<file path="config.mk">
export PLATFORM = sky130hd
export DESIGN_NAME = link_adaptation_controller
export DESIGN_NICKNAME = d
export VERILOG_FILES = /design/src/hdl/lac_pkg.sv /design/src/hdl/lac_regs.sv /design/src/hdl/lac_ctrl.sv /design/src/hdl/lac_dpath.sv /design/src/hdl/link_adaptation_controller.sv
export SDC_FILE = /design/constraint.sdc
export NUM_CORES = 1
export LEC_CHECK = 0
export BUFFER_PORTS_ARGS = -buffer_cell sky130_fd_sc_hd__buf_2
export CAP_MARGIN = 0
export CORE_UTILIZATION = 40
export DETAILED_ROUTE_END_ITERATION = 8
export HOLD_SLACK_MARGIN = 0.12
export MAX_ROUTING_LAYER = met4
export SLEW_MARGIN = 30
export SYNTH_ARGS = -nofsm -noshare
export SYNTH_HDL_FRONTEND = slang
export SYNTH_SLANG_ARGS = --single-unit
export TNS_END_PERCENT = 5
</file>
<file path="constraint.sdc">
create_clock -name clk -period 11 [get_ports clk]
set_input_delay 1.1 -clock clk [delete_from_list [all_inputs] [get_ports clk]]
set_output_delay 1.1 -clock clk [all_outputs]
set_load 0.02 [all_outputs]
</file>
<file path="src/hdl/lac_pkg.sv">
`default_nettype none

package lac_pkg;

	// Parameter defaults
	localparam int DEF_RATE_LEVELS  = 3;
	localparam int DEF_POWER_LEVELS = 5;
	localparam int DEF_TIME_BITS    = 48;

	// Fixed field widths
	localparam int NOW_W  = 48;
	localparam int CNT_W  = 16;
	localparam int INC_W  = 8;
	localparam int TOT_W  = 8;
	localparam int PM_W   = 10;
	localparam int TOUT_W = 48;

	// Configuration port
	localparam int ADDR_W = 6;
	localparam int DATA_W = 64;

	// Loss divider: quotient is at most 1000, so ten quotient bits suffice
	localparam int DIV_STEPS = 10;
	localparam int DCNT_W    = $clog2(DIV_STEPS);

	// Register reset values
	localparam logic [TOT_W-1:0]  RST_N_DEFAULT = 8'd6;
	localparam logic [TOT_W-1:0]  RST_N_MAX     = 8'd10;
	localparam logic [PM_W-1:0]   RST_DEGRADE   = 10'd120;
	localparam logic [PM_W-1:0]   RST_RATE_DROP = 10'd350;
	localparam logic [PM_W-1:0]   RST_HOLD      = 10'd60;
	localparam logic [PM_W-1:0]   RST_CLEAN     = 10'd30;
	localparam logic [TOUT_W-1:0] RST_TIMEOUT   = 48'd5000000;

	typedef enum logic [2:0] {
		REG_N_DEFAULT = 3'd0,
		REG_N_MAX     = 3'd1,
		REG_DEGRADE   = 3'd2,
		REG_RATE_DROP = 3'd3,
		REG_HOLD      = 3'd4,
		REG_CLEAN     = 3'd5,
		REG_TIMEOUT   = 3'd6
	} reg_idx_t;

	typedef enum logic [2:0] {
		ACT_NONE    = 3'd0,
		ACT_REVERT  = 3'd1,
		ACT_DEGRADE = 3'd2,
		ACT_LIMIT   = 3'd3,
		ACT_HOLD    = 3'd4,
		ACT_PROBE   = 3'd5,
		ACT_SHED    = 3'd6,
		ACT_TRIM    = 3'd7
	} act_t;

	typedef struct packed {
		logic [TOT_W-1:0]  n_default;
		logic [TOT_W-1:0]  n_max;
		logic [PM_W-1:0]   degrade_pm;
		logic [PM_W-1:0]   rate_drop_pm;
		logic [PM_W-1:0]   hold_pm;
		logic [PM_W-1:0]   clean_pm;
		logic [TOUT_W-1:0] timeout_us;
	} cfg_t;

	// Controller to datapath
	typedef struct packed {
		logic capture;
		logic prep;
		logic div_step;
		logic commit;
	} cmd_t;

	// Datapath to controller
	typedef struct packed {
		logic out_free;
	} status_t;

endpackage

`default_nettype wire

</file>
<file path="src/hdl/lac_regs.sv">
`default_nettype none

module lac_regs import lac_pkg::*; (
	input  wire logic              clk,
	input  wire logic              arst_n,
	input  wire logic              psel,
	input  wire logic              penable,
	input  wire logic              pwrite,
	input  wire logic [ADDR_W-1:0] paddr,
	input  wire logic [DATA_W-1:0] pwdata,
	output logic      [DATA_W-1:0] prdata,
	output logic                   pready,
	output cfg_t                   cfg
);

	cfg_t     cfg_q;
	reg_idx_t idx;
	logic     wr_en;

	assign pready = 1'b1;
	assign idx    = reg_idx_t'(paddr[ADDR_W-1:3]);
	assign wr_en  = psel && penable && pwrite;
	assign cfg    = cfg_q;

	// Write the addressed register in the access cycle
	always_ff @(posedge clk or negedge arst_n) begin
		if (!arst_n) begin
			cfg_q.n_default    <= RST_N_DEFAULT;
			cfg_q.n_max        <= RST_N_MAX;
			cfg_q.degrade_pm   <= RST_DEGRADE;
			cfg_q.rate_drop_pm <= RST_RATE_DROP;
			cfg_q.hold_pm      <= RST_HOLD;
			cfg_q.clean_pm     <= RST_CLEAN;
			cfg_q.timeout_us   <= RST_TIMEOUT;
		end else if (wr_en) begin
			unique case (idx)
				REG_N_DEFAULT: cfg_q.n_default    <= pwdata[TOT_W-1:0];
				REG_N_MAX:     cfg_q.n_max        <= pwdata[TOT_W-1:0];
				REG_DEGRADE:   cfg_q.degrade_pm   <= pwdata[PM_W-1:0];
				REG_RATE_DROP: cfg_q.rate_drop_pm <= pwdata[PM_W-1:0];
				REG_HOLD:      cfg_q.hold_pm      <= pwdata[PM_W-1:0];
				REG_CLEAN:     cfg_q.clean_pm     <= pwdata[PM_W-1:0];
				REG_TIMEOUT:   cfg_q.timeout_us   <= pwdata[TOUT_W-1:0];
				default: ;
			endcase
		end
	end

	// Read back the addressed register
	always_comb begin
		unique case (idx)
			REG_N_DEFAULT: prdata = DATA_W'(cfg_q.n_default);
			REG_N_MAX:     prdata = DATA_W'(cfg_q.n_max);
			REG_DEGRADE:   prdata = DATA_W'(cfg_q.degrade_pm);
			REG_RATE_DROP: prdata = DATA_W'(cfg_q.rate_drop_pm);
			REG_HOLD:      prdata = DATA_W'(cfg_q.hold_pm);
			REG_CLEAN:     prdata = DATA_W'(cfg_q.clean_pm);
			REG_TIMEOUT:   prdata = DATA_W'(cfg_q.timeout_us);
			default:       prdata = '0;
		endcase
	end

endmodule

`default_nettype wire

</file>
<file path="src/hdl/lac_ctrl.sv">
`default_nettype none

module lac_ctrl import lac_pkg::*; (
	input  wire logic clk,
	input  wire logic arst_n,
	input  wire logic in_valid,
	output logic      in_stall,
	output cmd_t      cmd,
	input  status_t   status
);

	typedef enum logic [3:0] {
		S_IDLE   = 4'b0001,
		S_PREP   = 4'b0010,
		S_DIV    = 4'b0100,
		S_DECIDE = 4'b1000
	} state_t;

	state_t            state_q;
	state_t            state_d;
	logic [DCNT_W-1:0] cnt_q;
	logic              last_step;

	assign last_step = (cnt_q == DCNT_W'(DIV_STEPS - 1));

	// Command decode
	always_comb begin
		cmd.capture  = (state_q == S_IDLE) && in_valid;
		cmd.prep     = (state_q == S_PREP);
		cmd.div_step = (state_q == S_DIV);
		cmd.commit   = (state_q == S_DECIDE) && status.out_free;
	end

	assign in_stall = (state_q != S_IDLE);

	// Next state
	always_comb begin
		state_d = state_q;
		unique case (state_q)
			S_IDLE:   if (in_valid) state_d = S_PREP;
			S_PREP:   state_d = S_DIV;
			S_DIV:    if (last_step) state_d = S_DECIDE;
			S_DECIDE: if (status.out_free) state_d = S_IDLE;
			default:  state_d = S_IDLE;
		endcase
	end

	// Advance state and divide step count
	always_ff @(posedge clk or negedge arst_n) begin
		if (!arst_n) begin
			state_q <= S_IDLE;
			cnt_q   <= '0;
		end else begin
			state_q <= state_d;
			if (state_q == S_DIV) begin
				cnt_q <= last_step ? '0 : cnt_q + 1'b1;
			end
		end
	end

endmodule

`default_nettype wire

</file>
<file path="src/hdl/lac_dpath.sv">
`default_nettype none

module lac_dpath import lac_pkg::*; #(
	parameter int RATE_LEVELS  = DEF_RATE_LEVELS,
	parameter int POWER_LEVELS = DEF_POWER_LEVELS,
	parameter int TIME_BITS    = DEF_TIME_BITS
) (
	input  wire logic             clk,
	input  wire logic             arst_n,
	input  cfg_t                  cfg,
	input  cmd_t                  cmd,
	output status_t               status,
	input  wire logic             req_type,
	input  wire logic [NOW_W-1:0] now_us,
	input  wire logic [CNT_W-1:0] rx_expected,
	input  wire logic [CNT_W-1:0] rx_received,
	input  wire logic [INC_W-1:0] rx_incomplete,
	output logic                  out_valid,
	input  wire logic             out_stall,
	output logic      [1:0]       rate_index,
	output logic      [2:0]       power_index,
	output logic      [5:0]       power_quarter_dbm,
	output logic      [TOT_W-1:0] parity_total,
	output logic      [2:0]       action
);

	localparam int RW    = $clog2(RATE_LEVELS);
	localparam int PW    = $clog2(POWER_LEVELS);
	localparam int TB    = TIME_BITS;
	localparam int NUM_W = CNT_W + PM_W;
	localparam int WIN_W = 7;

	localparam logic [RW-1:0]    RATE_TOP  = RW'(RATE_LEVELS - 1);
	localparam logic [PW-1:0]    PWR_CAP   = PW'(POWER_LEVELS - 1);
	localparam logic [PW-1:0]    PWR_DEF   = PW'(POWER_LEVELS - 2);
	localparam logic [WIN_W-1:0] WIN_BASE  = 7'd5;
	localparam logic [WIN_W-1:0] WIN_CAP   = 7'd60;
	localparam logic [WIN_W-1:0] WIN_DBL   = 7'd30;
	localparam logic [31:0]      FAIL_US   = 32'd5000000;
	localparam logic [31:0]      FORGIVE_US = 32'd30000000;
	localparam logic [PM_W-1:0]  LOSS_SCALE = 10'd1000;

	// Item capture
	logic             item_req_q;
	logic [TB-1:0]    item_now_q;
	logic [CNT_W-1:0] item_exp_q;
	logic [CNT_W-1:0] item_got_q;
	logic [INC_W-1:0] item_inc_q;

	// Link state
	logic [TB-1:0]    fb_time_q;
	logic             fb_seen_q;
	logic [CNT_W-1:0] st_exp_q;
	logic [CNT_W-1:0] st_got_q;
	logic [INC_W-1:0] st_inc_q;
	logic [RW-1:0]    rate_q;
	logic [PW-1:0]    pwr_q;
	logic [TOT_W-1:0] total_q;
	logic [7:0]       good_q;
	logic [7:0]       clean_q;
	logic [WIN_W-1:0] win_q;
	logic [TB-1:0]    probe_time_q;
	logic             probe_armed_q;

	// Prep results and divider
	logic             stale_q;
	logic             probe_fail_q;
	logic             probe_forgive_q;
	logic [NUM_W-1:0] rem_q;
	logic [NUM_W-1:0] dsh_q;
	logic [PM_W-1:0]  quot_q;

	// Next state from the decide step
	logic [RW-1:0]    rate_d;
	logic [PW-1:0]    pwr_d;
	logic [TOT_W-1:0] total_d;
	logic [7:0]       good_d;
	logic [7:0]       clean_d;
	logic [WIN_W-1:0] win_d;
	logic             probe_set;
	logic             probe_clr;
	act_t             act_d;

	// Output register
	logic             out_valid_q;
	logic [RW-1:0]    out_rate_q;
	logic [PW-1:0]    out_pwr_q;
	logic [TOT_W-1:0] out_total_q;
	act_t             out_act_q;

	// Prep combinational terms
	logic [TB-1:0]    fb_age;
	logic [TB-1:0]    probe_age;
	logic [CNT_W-1:0] got_clamp;
	logic [CNT_W-1:0] missing;

	function automatic logic [7:0] sat_inc(input logic [7:0] v);
		return (v == 8'hFF) ? v : v + 8'd1;
	endfunction

	assign status.out_free = !out_valid_q || !out_stall;

	// Hold the accepted item
	always_ff @(posedge clk) begin
		if (cmd.capture) begin
			item_req_q <= req_type;
			item_now_q <= TB'(now_us);
			item_exp_q <= rx_expected;
			item_got_q <= rx_received;
			item_inc_q <= rx_incomplete;
		end
	end

	// Ages, staleness and loss numerator
	always_comb begin
		fb_age    = item_now_q - fb_time_q;
		probe_age = item_now_q - probe_time_q;
		got_clamp = (st_got_q > st_exp_q) ? st_exp_q : st_got_q;
		missing   = st_exp_q - got_clamp;
	end

	// Prep, then restoring divide one quotient bit a step
	always_ff @(posedge clk) begin
		if (cmd.prep) begin
			stale_q         <= !fb_seen_q || (64'(fb_age) >= 64'(cfg.timeout_us));
			probe_fail_q    <= probe_age < TB'(FAIL_US);
			probe_forgive_q <= probe_age > TB'(FORGIVE_US);
			rem_q           <= NUM_W'(missing) * NUM_W'(LOSS_SCALE);
			dsh_q           <= NUM_W'(st_exp_q) << (DIV_STEPS - 1);
			quot_q          <= '0;
		end else if (cmd.div_step) begin
			if (rem_q >= dsh_q) begin
				rem_q  <= rem_q - dsh_q;
				quot_q <= {quot_q[PM_W-2:0], 1'b1};
			end else begin
				quot_q <= {quot_q[PM_W-2:0], 1'b0};
			end
			dsh_q <= dsh_q >> 1;
		end
	end

	// Adapt the link for a tick
	always_comb begin
		rate_d    = rate_q;
		pwr_d     = pwr_q;
		total_d   = total_q;
		good_d    = good_q;
		clean_d   = clean_q;
		win_d     = win_q;
		probe_set = 1'b0;
		probe_clr = 1'b0;
		act_d     = ACT_NONE;
		if (!item_req_q) begin
			act_d = ACT_NONE;
		end else if (stale_q) begin
			// Revert to defaults; report only if something moved
			if (rate_q != RATE_TOP || total_q != cfg.n_default || pwr_q != PWR_DEF) begin
				rate_d  = RATE_TOP;
				pwr_d   = PWR_DEF;
				total_d = cfg.n_default;
				act_d   = ACT_REVERT;
			end
			good_d = '0;
		end else if (st_exp_q == '0) begin
			act_d = ACT_NONE;
		end else if (quot_q > cfg.degrade_pm || st_inc_q != '0) begin
			good_d  = '0;
			clean_d = '0;
			// Back off the probe window after a failed probe
			if (probe_armed_q && probe_fail_q) begin
				win_d     = (win_q >= WIN_DBL) ? WIN_CAP : {win_q[WIN_W-2:0], 1'b0};
				probe_clr = 1'b1;
			end
			act_d = ACT_DEGRADE;
			if (pwr_q < PWR_CAP) begin
				pwr_d = pwr_q + 1'b1;
			end else if (quot_q > cfg.rate_drop_pm && rate_q != '0) begin
				rate_d = rate_q - 1'b1;
			end else if ((9'(total_q) + 9'd2) <= 9'(cfg.n_max)) begin
				total_d = total_q + 8'd2;
			end else if (rate_q != '0) begin
				rate_d = rate_q - 1'b1;
			end else begin
				act_d = ACT_LIMIT;
			end
		end else if (quot_q >= cfg.hold_pm) begin
			good_d  = '0;
			clean_d = '0;
			act_d   = ACT_HOLD;
		end else begin
			clean_d = sat_inc(clean_q);
			good_d  = (quot_q >= cfg.clean_pm) ? 8'd0 : sat_inc(good_q);
			if (rate_q < RATE_TOP && good_d >= 8'(win_q)) begin
				// Probe the next rate with extra power
				good_d    = '0;
				pwr_d     = ((PW + 1)'(pwr_q) + (PW + 1)'(2) > (PW + 1)'(PWR_CAP)) ?
				            PWR_CAP : pwr_q + PW'(2);
				rate_d    = rate_q + 1'b1;
				probe_set = 1'b1;
				act_d     = ACT_PROBE;
			end else begin
				// Forgive an old probe once back on the top rate
				if (rate_q == RATE_TOP && win_q != WIN_BASE && probe_armed_q &&
				    probe_forgive_q) begin
					win_d = WIN_BASE;
				end
				if (total_q > cfg.n_default && good_d >= 8'd5) begin
					good_d  = '0;
					total_d = (total_q >= 8'd2) ? total_q - 8'd2 : cfg.n_default;
					act_d   = ACT_SHED;
				end else if (pwr_q != '0 && clean_d >= 8'd2) begin
					clean_d = '0;
					pwr_d   = pwr_q - 1'b1;
					act_d   = ACT_TRIM;
				end
			end
		end
	end

	// Commit the item's effect on the link state
	always_ff @(posedge clk or negedge arst_n) begin
		if (!arst_n) begin
			fb_time_q     <= '0;
			fb_seen_q     <= 1'b0;
			st_exp_q      <= '0;
			st_got_q      <= '0;
			st_inc_q      <= '0;
			rate_q        <= RATE_TOP;
			pwr_q         <= PWR_DEF;
			total_q       <= RST_N_DEFAULT;
			good_q        <= '0;
			clean_q       <= '0;
			win_q         <= WIN_BASE;
			probe_time_q  <= '0;
			probe_armed_q <= 1'b0;
		end else if (cmd.commit) begin
			if (!item_req_q) begin
				fb_time_q <= item_now_q;
				fb_seen_q <= 1'b1;
				st_exp_q  <= item_exp_q;
				st_got_q  <= item_got_q;
				st_inc_q  <= item_inc_q;
			end
			rate_q  <= rate_d;
			pwr_q   <= pwr_d;
			total_q <= total_d;
			good_q  <= good_d;
			clean_q <= clean_d;
			win_q   <= win_d;
			if (probe_set) begin
				probe_time_q  <= item_now_q;
				probe_armed_q <= 1'b1;
			end else if (probe_clr) begin
				probe_armed_q <= 1'b0;
			end
		end
	end

	// Output register: load on commit, drop after transfer
	always_ff @(posedge clk or negedge arst_n) begin
		if (!arst_n) begin
			out_valid_q <= 1'b0;
		end else if (cmd.commit) begin
			out_valid_q <= 1'b1;
		end else if (!out_stall) begin
			out_valid_q <= 1'b0;
		end
	end

	always_ff @(posedge clk) begin
		if (cmd.commit) begin
			out_rate_q  <= rate_d;
			out_pwr_q   <= pwr_d;
			out_total_q <= total_d;
			out_act_q   <= act_d;
		end
	end

	// Drive result fields, masked to their port widths
	logic [2:0] rate_w;
	logic [2:0] pwr_w;
	logic [2:0] pwr_step;

	always_comb begin
		rate_w   = 3'(out_rate_q);
		pwr_w    = 3'(out_pwr_q);
		pwr_step = pwr_w + 3'd1;
	end

	assign out_valid         = out_valid_q;
	assign rate_index        = rate_w[1:0];
	assign power_index       = pwr_w;
	assign power_quarter_dbm = {pwr_step, 3'b000};
	assign parity_total      = out_total_q;
	assign action            = out_act_q;

endmodule

`default_nettype wire

</file>
<file path="src/hdl/link_adaptation_controller.sv">
`default_nettype none

// Link adaptation controller. Feedback items (req_type 0) latch the receiver
// report and its arrival time; tick items (req_type 1) revert, degrade, hold
// or recover the rate, TX power and FEC parity, and every item returns one
// result with the current settings and the action taken. An item holds the
// input from the transfer cycle through the prep state (feedback and probe
// ages, the 16x10 loss multiply), the restoring loss divider (ten quotient
// bits, one quotient bit per cycle, quotient at most 1000) and the decide
// state, which loads the result into the output register. The next item is
// taken the cycle after the result is loaded, so no item is accepted while
// the last is in progress; a stalled result holds the decide state and with
// it the input.
// Configuration sits on an APB port with 64-bit data, register i at byte
// address 8*i; write it only while the block is idle.
module link_adaptation_controller import lac_pkg::*; #(
	parameter int RATE_LEVELS  = DEF_RATE_LEVELS,
	parameter int POWER_LEVELS = DEF_POWER_LEVELS,
	parameter int TIME_BITS    = DEF_TIME_BITS
) (
	input  wire logic              clk,
	input  wire logic              arst_n,
	input  wire logic              psel,
	input  wire logic              penable,
	input  wire logic              pwrite,
	input  wire logic [ADDR_W-1:0] paddr,
	input  wire logic [DATA_W-1:0] pwdata,
	output logic      [DATA_W-1:0] prdata,
	output logic                   pready,
	input  wire logic              in_valid,
	output logic                   in_stall,
	input  wire logic              req_type,
	input  wire logic [NOW_W-1:0]  now_us,
	input  wire logic [CNT_W-1:0]  rx_expected,
	input  wire logic [CNT_W-1:0]  rx_received,
	input  wire logic [INC_W-1:0]  rx_incomplete,
	output logic                   out_valid,
	input  wire logic              out_stall,
	output logic      [1:0]        rate_index,
	output logic      [2:0]        power_index,
	output logic      [5:0]        power_quarter_dbm,
	output logic      [TOT_W-1:0]  parity_total,
	output logic      [2:0]        action
);

	cfg_t    cfg;
	cmd_t    cmd;
	status_t status;

	lac_regs u_regs (
		.clk     (clk),
		.arst_n  (arst_n),
		.psel    (psel),
		.penable (penable),
		.pwrite  (pwrite),
		.paddr   (paddr),
		.pwdata  (pwdata),
		.prdata  (prdata),
		.pready  (pready),
		.cfg     (cfg)
	);

	lac_ctrl u_ctrl (
		.clk      (clk),
		.arst_n   (arst_n),
		.in_valid (in_valid),
		.in_stall (in_stall),
		.cmd      (cmd),
		.status   (status)
	);

	lac_dpath #(
		.RATE_LEVELS  (RATE_LEVELS),
		.POWER_LEVELS (POWER_LEVELS),
		.TIME_BITS    (TIME_BITS)
	) u_dpath (
		.clk               (clk),
		.arst_n            (arst_n),
		.cfg               (cfg),
		.cmd               (cmd),
		.status            (status),
		.req_type          (req_type),
		.now_us            (now_us),
		.rx_expected       (rx_expected),
		.rx_received       (rx_received),
		.rx_incomplete     (rx_incomplete),
		.out_valid         (out_valid),
		.out_stall         (out_stall),
		.rate_index        (rate_index),
		.power_index       (power_index),
		.power_quarter_dbm (power_quarter_dbm),
		.parity_total      (parity_total),
		.action            (action)
	);

endmodule

`default_nettype wire

</file>
* After elaboration in Yosys (flattened, before gate mapping)
Cells that the tools add are included.
** Word-level totals
- Flip-flop bits (word level) :: 456
- Output and inout port bits :: 89
** Operators by class
- Add/sub/neg operators :: 17
- Multipliers :: 1
- Order comparisons :: 19
- Equality and inequality tests :: 27
- Multiplexer cells :: 94
- Bitwise gates (word level) :: 3
- Reduce and logical (&&, ||, !) cells :: 45
** Operators with widths (count)
- $pmux W48 S7 :: 1
- $mux W8 :: 26
- $sub A48 B48 Y48 :: 2
- $mux W26 :: 3
- $mux W3 :: 21
- $mux W25 :: 2
- $ge A48 B48 Y1 :: 1
- $gt A48 B25 Y1 const B :: 1
- $lt A48 B23 Y1 const B :: 1
- $mux W7 :: 6
- $ge A26 B25 Y1 :: 1
- $sub A26 B25 Y26 :: 1
- $reduce_and A2 Y1 :: 12
- $mul A16 B7 Y23 const B :: 1
- $mux W2 :: 11
- $ge A10 B10 Y1 :: 2
- $gt A10 B10 Y1 :: 2
- $mux W1 :: 18
- $add A8 B1 Y8 const B :: 2
- $eq A8 B8 Y1 const B :: 2
- $ge A8 B2 Y1 const B :: 2
- $gt A16 B16 Y1 :: 1
- $logic_not A16 Y1 :: 1
- $mux W16 :: 1
- 46 further kinds :: 85

* Longest topological paths before layout
- Depth in word-level cells :: 13
- Gate-level depth with buffers :: 45

* Hierarchy
Synthesis repeated with hierarchy kept, for this count alone.
** Unflattened totals
- Cells, all modules :: 3393
- Area total of the unflattened synthesis :: 32239.7 um^2
** By module, submodules not included
- lac_dpath :: times used 1, cells each 2982, area each 26778.2 um^2, seq. area each 9242.6 um^2
- lac_regs :: times used 1, cells each 369, area each 5031.1 um^2, seq. area each 2640.0 um^2
- lac_ctrl :: times used 1, cells each 42, area each 430.4 um^2, seq. area each 201.4 um^2

* Worst setup path before layout
OpenSTA, ideal clock, no wires.
- Kind :: reg-to-reg
- From :: register u_dpath.st_exp_q[1]
- To :: register u_dpath.rem_q[25] (data pin)
- Arrival time :: 8136 ps
- Required time :: 10729 ps
- Path slack :: 2594 ps
- Cell stages (with the launch flop) :: 43
- Buffers on the path :: 1
- Period minus slack after synthesis :: 8406 ps
- Cell sequence :: dfrtp_1 -> inv_1 -> ha_1 -> nor2b_1 -> o21ai_0 -> nand2b_1 -> a21oi_1 -> nor2b_1 -> o21ai_0 -> nand2b_1 -> a21oi_1 -> o211ai_1 -> o211ai_1 -> clkbuf_1 -> o21ai_0 -> ha_1 -> fa_1 -> nor2b_1 -> [... 7 more ...] -> nor2b_1 -> xnor2_1 -> fa_1 -> inv_1 -> fa_1 -> fa_1 -> fa_1 -> inv_1 -> ha_1 -> or3_1 -> o21ai_0 -> a21oi_1 -> a41o_1 -> o21ai_0 -> nand2b_1 -> a21oi_1 -> xnor2_1 -> o22ai_1
** Between the ends
- Word-level cells in the longest chain between the ends :: 5
** RTL lines
- start, declared :: line lac_dpath.sv:53 : logic [CNT_W-1:0] st_exp_q;
- start signal, assigned :: line lac_dpath.sv:240 : st_exp_q <= item_exp_q;
- $gt A16 B16 Y1 :: line lac_dpath.sv:118 : got_clamp = (st_got_q > st_exp_q) ? st_exp_q : st_got_q;
- $mux W16 :: line lac_dpath.sv:118
- $sub A16 B16 Y16 * :: line lac_dpath.sv:119 : missing = st_exp_q - got_clamp;
- $mul A16 B7 Y23 * :: line lac_dpath.sv:128 : rem_q <= NUM_W'(missing) * NUM_W'(LOSS_SCALE);
- $mux W26 * :: line lac_dpath.sv:124 : if (cmd.prep) begin
- end signal, assigned :: line lac_dpath.sv:128
- end signal, assigned :: line lac_dpath.sv:133 : rem_q <= rem_q - dsh_q;
- end, declared :: line lac_dpath.sv:69 : logic [NUM_W-1:0] rem_q;
Mark *: on every way between the ends. The rest lies on a longest branch, timed or not.
A chain may end at the register's enable or synchronous reset.

* Worst setup path in the final report
Ends and elaborated chain as after synthesis.

==> flow_summary.toml <==
[placed_design]
hpwl_um = 61600
port_buffers = 215
place_inst = 4665
gp_congestion = 0.924
placed_area_um2 = 33900

[worst_setup_path]
cp.arrival_ns = 9.67
cp_data_required_time_ns = 11.34
path_class = "reg2reg"
cpMaxStageDelayCell = "xor2_1"
cpPeakStageDelay_ns = 0.59
worst_setup_path_start_kind = "flop"
crit_path_end_kind = "flop"
crit_family = "compound AO/OA/AOI/OAI gates"
crit_fanout = 32
crit_buf_inv = 4
crit_top_cell = "o21ai_0"

[logic_synthesis]
yosys_warnings = 0
ys.flop_type = "dfrtp_1"
synth_compound_area_share_pct = 19.0
avgSynthCellArea_um2 = 9.10
synthMuxAreaShare_pct = 2.41
synth_fa_ha_area_share_pct = 15.8
synth_top_area_share_pct = 19.6
synth.distinct_cells = 105
ys_ff_latch = 456
yosysSeqAreaShare_pct = 38.0
synth_top_family_by_area = "compound AO/OA/AOI/OAI gates"
synthesis.area_um2 = 31800
ys_async_sr_fraction_pct = 62.9
synthSimpleGateAreaFrac_pct = 14.0
synthXorXnorAreaFrac_pct = 4.32
synth_area_leader_cell = "dfrtp_1"
synth_edf_count = 147
synth_top_cells_by_area = "dfrtp_1 (20%), edfxtp_1 (14%), ha_1 (13%)"
syn_inst = 3497

[layout]
final_cells = 4767
synthToLayoutAreaGrowth_pct = 12.0
drive_gt1_share_pct = 12.4
layout.nets = 4206
utilization_pct = 45.2
final_cell_area_um2 = 35600
regArea_um2 = 12100
num-fill-cells = 7766
multi_input_area_um2 = 17800

[pwr]
leakage_nw = 16.6
peakVddDrop_mv = 0.133
total_power_mw = 5.30
p_per_area_nw_per_um2 = 149

[detailed_routing]
viasPerCell = 5.28
dr.pass1.iters = 5
drc = 0
wl_per_cell_um = 17.1
ant_nets = 0
vias = 25200
drtIter0Drc = 1567
routed_wl_um = 81400

[die]
die_width_um = 284
start_util_pct = 40.4
rows = 103
fp.dieH_um = 284
die_area_um2 = 80700
core_um2 = 78900
ios = 255

[clock_tree]
cts_sinks = 456
htreeDepth = 2
cts_setup_buffers = 0
clockBufferDepth = 3
cts_tree = "yes"
clkLatencyLatePin_ns = 0.62
cts.repair.resized = 0
cts-root-buf = "clkbuf_16"
clk_pin_slew_worst_paths_ns = 0.06
cts-buffers-inserted = 51
hold_buffers = 0

[sta]
slew_headroom_pct = 35.0
drv_slew = 0
fmax_ghz = 0.107
rsz0062_at_grt = "false"
fin_crit_sh_pct = 84.8
fin_tns_setup_ns = 0
finalHoldViolCount = 0
setup_viol = 0
skew_ns = 0.0172
tightest_slew_ns = 0.967
period_minus_slack_ns = 9.33

[global_routing]
grt_overflow = 0
grt_pass1_vias = 24300
grt_max_degree = 153
antenna_found_initial = 7
grt_pass1_wl_um = 131000
grt_usage_pct = 20.7

[outcome]
status = "complete, no violations"

[worst_hold_path]
hold_path.class = "reg2reg"

[flow_run]
timing.max_cap.violations = 0
## cell type report
| type | count | area share (%) |
|---|---|---|
| Multi-Input combinational cell | 2543 | 50.0 |
| Sequential cell | 456 | 33.9 |
| Clock buffer | 72 | 4.03 |
| Inverter | 380 | 4.01 |
| Tap cell | 1050 | 3.69 |
| Timing Repair Buffer | 236 | 3.57 |
| Clock inverter | 24 | 0.737 |
| Antenna cell | 6 | 0.0421 |
## tightest hold or removal path, stage by stage (launching register included)
cell,delay (ns)
dfxtp_1,0.31
nand2_1,0.05
a21oi_1,0.05
## metal layers
layer,GRT usage (%),wire length (µm),up-vias
met1,28.5,39400,11900
met4,5.09,1770,0
li1,-,-,12600
met5,-,0,-
met3,2.57,3470,117
met2,32.2,36800,542
## cell usage in the layout, fill, tap and decap left out, types with 19 or more instances in the layout
cell type and instances:
nor3_1 81, o21a_1 40, clkbuf_16 53, xnor2_1 100
fa_1 50, a211oi_1 23, dfstp_2 38, nor2_1 161
conb_1 20, a31oi_1 31, o21bai_1 19, nand3_1 68
o21ai_0 341, a21oi_1 227, and3_1 19, ha_1 322
o211ai_1 19, inv_1 377, edfxtp_1 147, nand4_1 34
dfxtp_1 22, o22ai_1 37, buf_2 214, a21o_1 71
xor2_1 56, nand2b_1 51, dfrtp_1 249, nor2b_1 36
nand2_1 411, mux2_2 45
## cell usage after synthesis (all sizes together), types with 9 or more instances
cell,instances
xor2,56
clkbuf,87
o22ai,37
nor2,164
a211oi,24
o21bai,20
o21a,40
edfxtp,147
o21ai,353
xnor2,101
nand3,68
a31oi,32
o211ai,19
and2,13
nand2b,52
nor3,87
dfrtp,249
mux2i,17
a211o,9
o31ai,14
a21boi,11
a21oi,230
fa,50
a21o,71
dfxtp,22
or2,15
buf,49
nor4,17
and3,19
dfstp,38
nor2b,37
ha,322
inv,378
nand2,411
mux2,45
a22o,11
nand4,35
## stage by stage
stage          hold slack [ns]  worst slack [ns]
2_1_floorplan            0.426              2.59
3_3_place_gp             0.437              1.83
3_5_place_dp             0.450              1.71
4_1_cts                  0.457              1.70
5_1_grt                  0.482             0.925
6_report                 0.454              1.67
## flip-flops by register name (all words and copies together) (netlist names), 8 cells and up
name / cells
u_dpath.fb_time_q: 48
u_dpath.st_got_q: 16
u_dpath.good_q: 8
u_dpath.st_inc_q: 8
u_dpath.item_exp_q: 16
u_dpath.probe_time_q: 48
u_dpath.clean_q: 8
u_dpath.st_exp_q: 16
u_dpath.dsh_q: 25
u_dpath.quot_q: 10
u_dpath.total_q: 8
u_dpath.item_got_q: 16
u_dpath.item_now_q: 48
u_dpath.parity_total: 8
u_regs.cfg: 104
u_dpath.rem_q: 26
u_dpath.item_inc_q: 8
## logic make-up after synthesis
kind of cell               Yosys count
AOI/OAI and AO/OA                  973
other                                2
and+or+nand+nor                    954
DFF                                456
adders and majority gates          373
xor gates and xnor gates           157
buffers and inverters              516
muxes                               66
## power breakdown
group | internal [mW] | switching, mW
Sequential | 2.03 | 0.148
Combinational | 0.526 | 0.862
Clock | 0.992 | 0.733
Total | 3.55 | 1.74
## worst paths after layout
path | startpoint | to | cells past startpoint | slack, ns
worst max register to register | u_dpath.st_exp_q[1] | u_dpath.rem_q[25] | 42 | 1.67
min in group asynchronous | arst_n | u_dpath.fb_time_q[0] | 1 | 0.56
max in group asynchronous | arst_n | u_dpath.st_got_q[14] | 3 | 8.55
worst min-delay path | u_dpath.quot_q[0] | u_dpath.quot_q[1] | 2 | 0.45
worst min register to register | u_dpath.quot_q[0] | u_dpath.quot_q[1] | 2 | 0.45
worst max-delay path | u_dpath.st_exp_q[1] | u_dpath.rem_q[25] | 42 | 1.67
(Power assumes the default switching activity.)
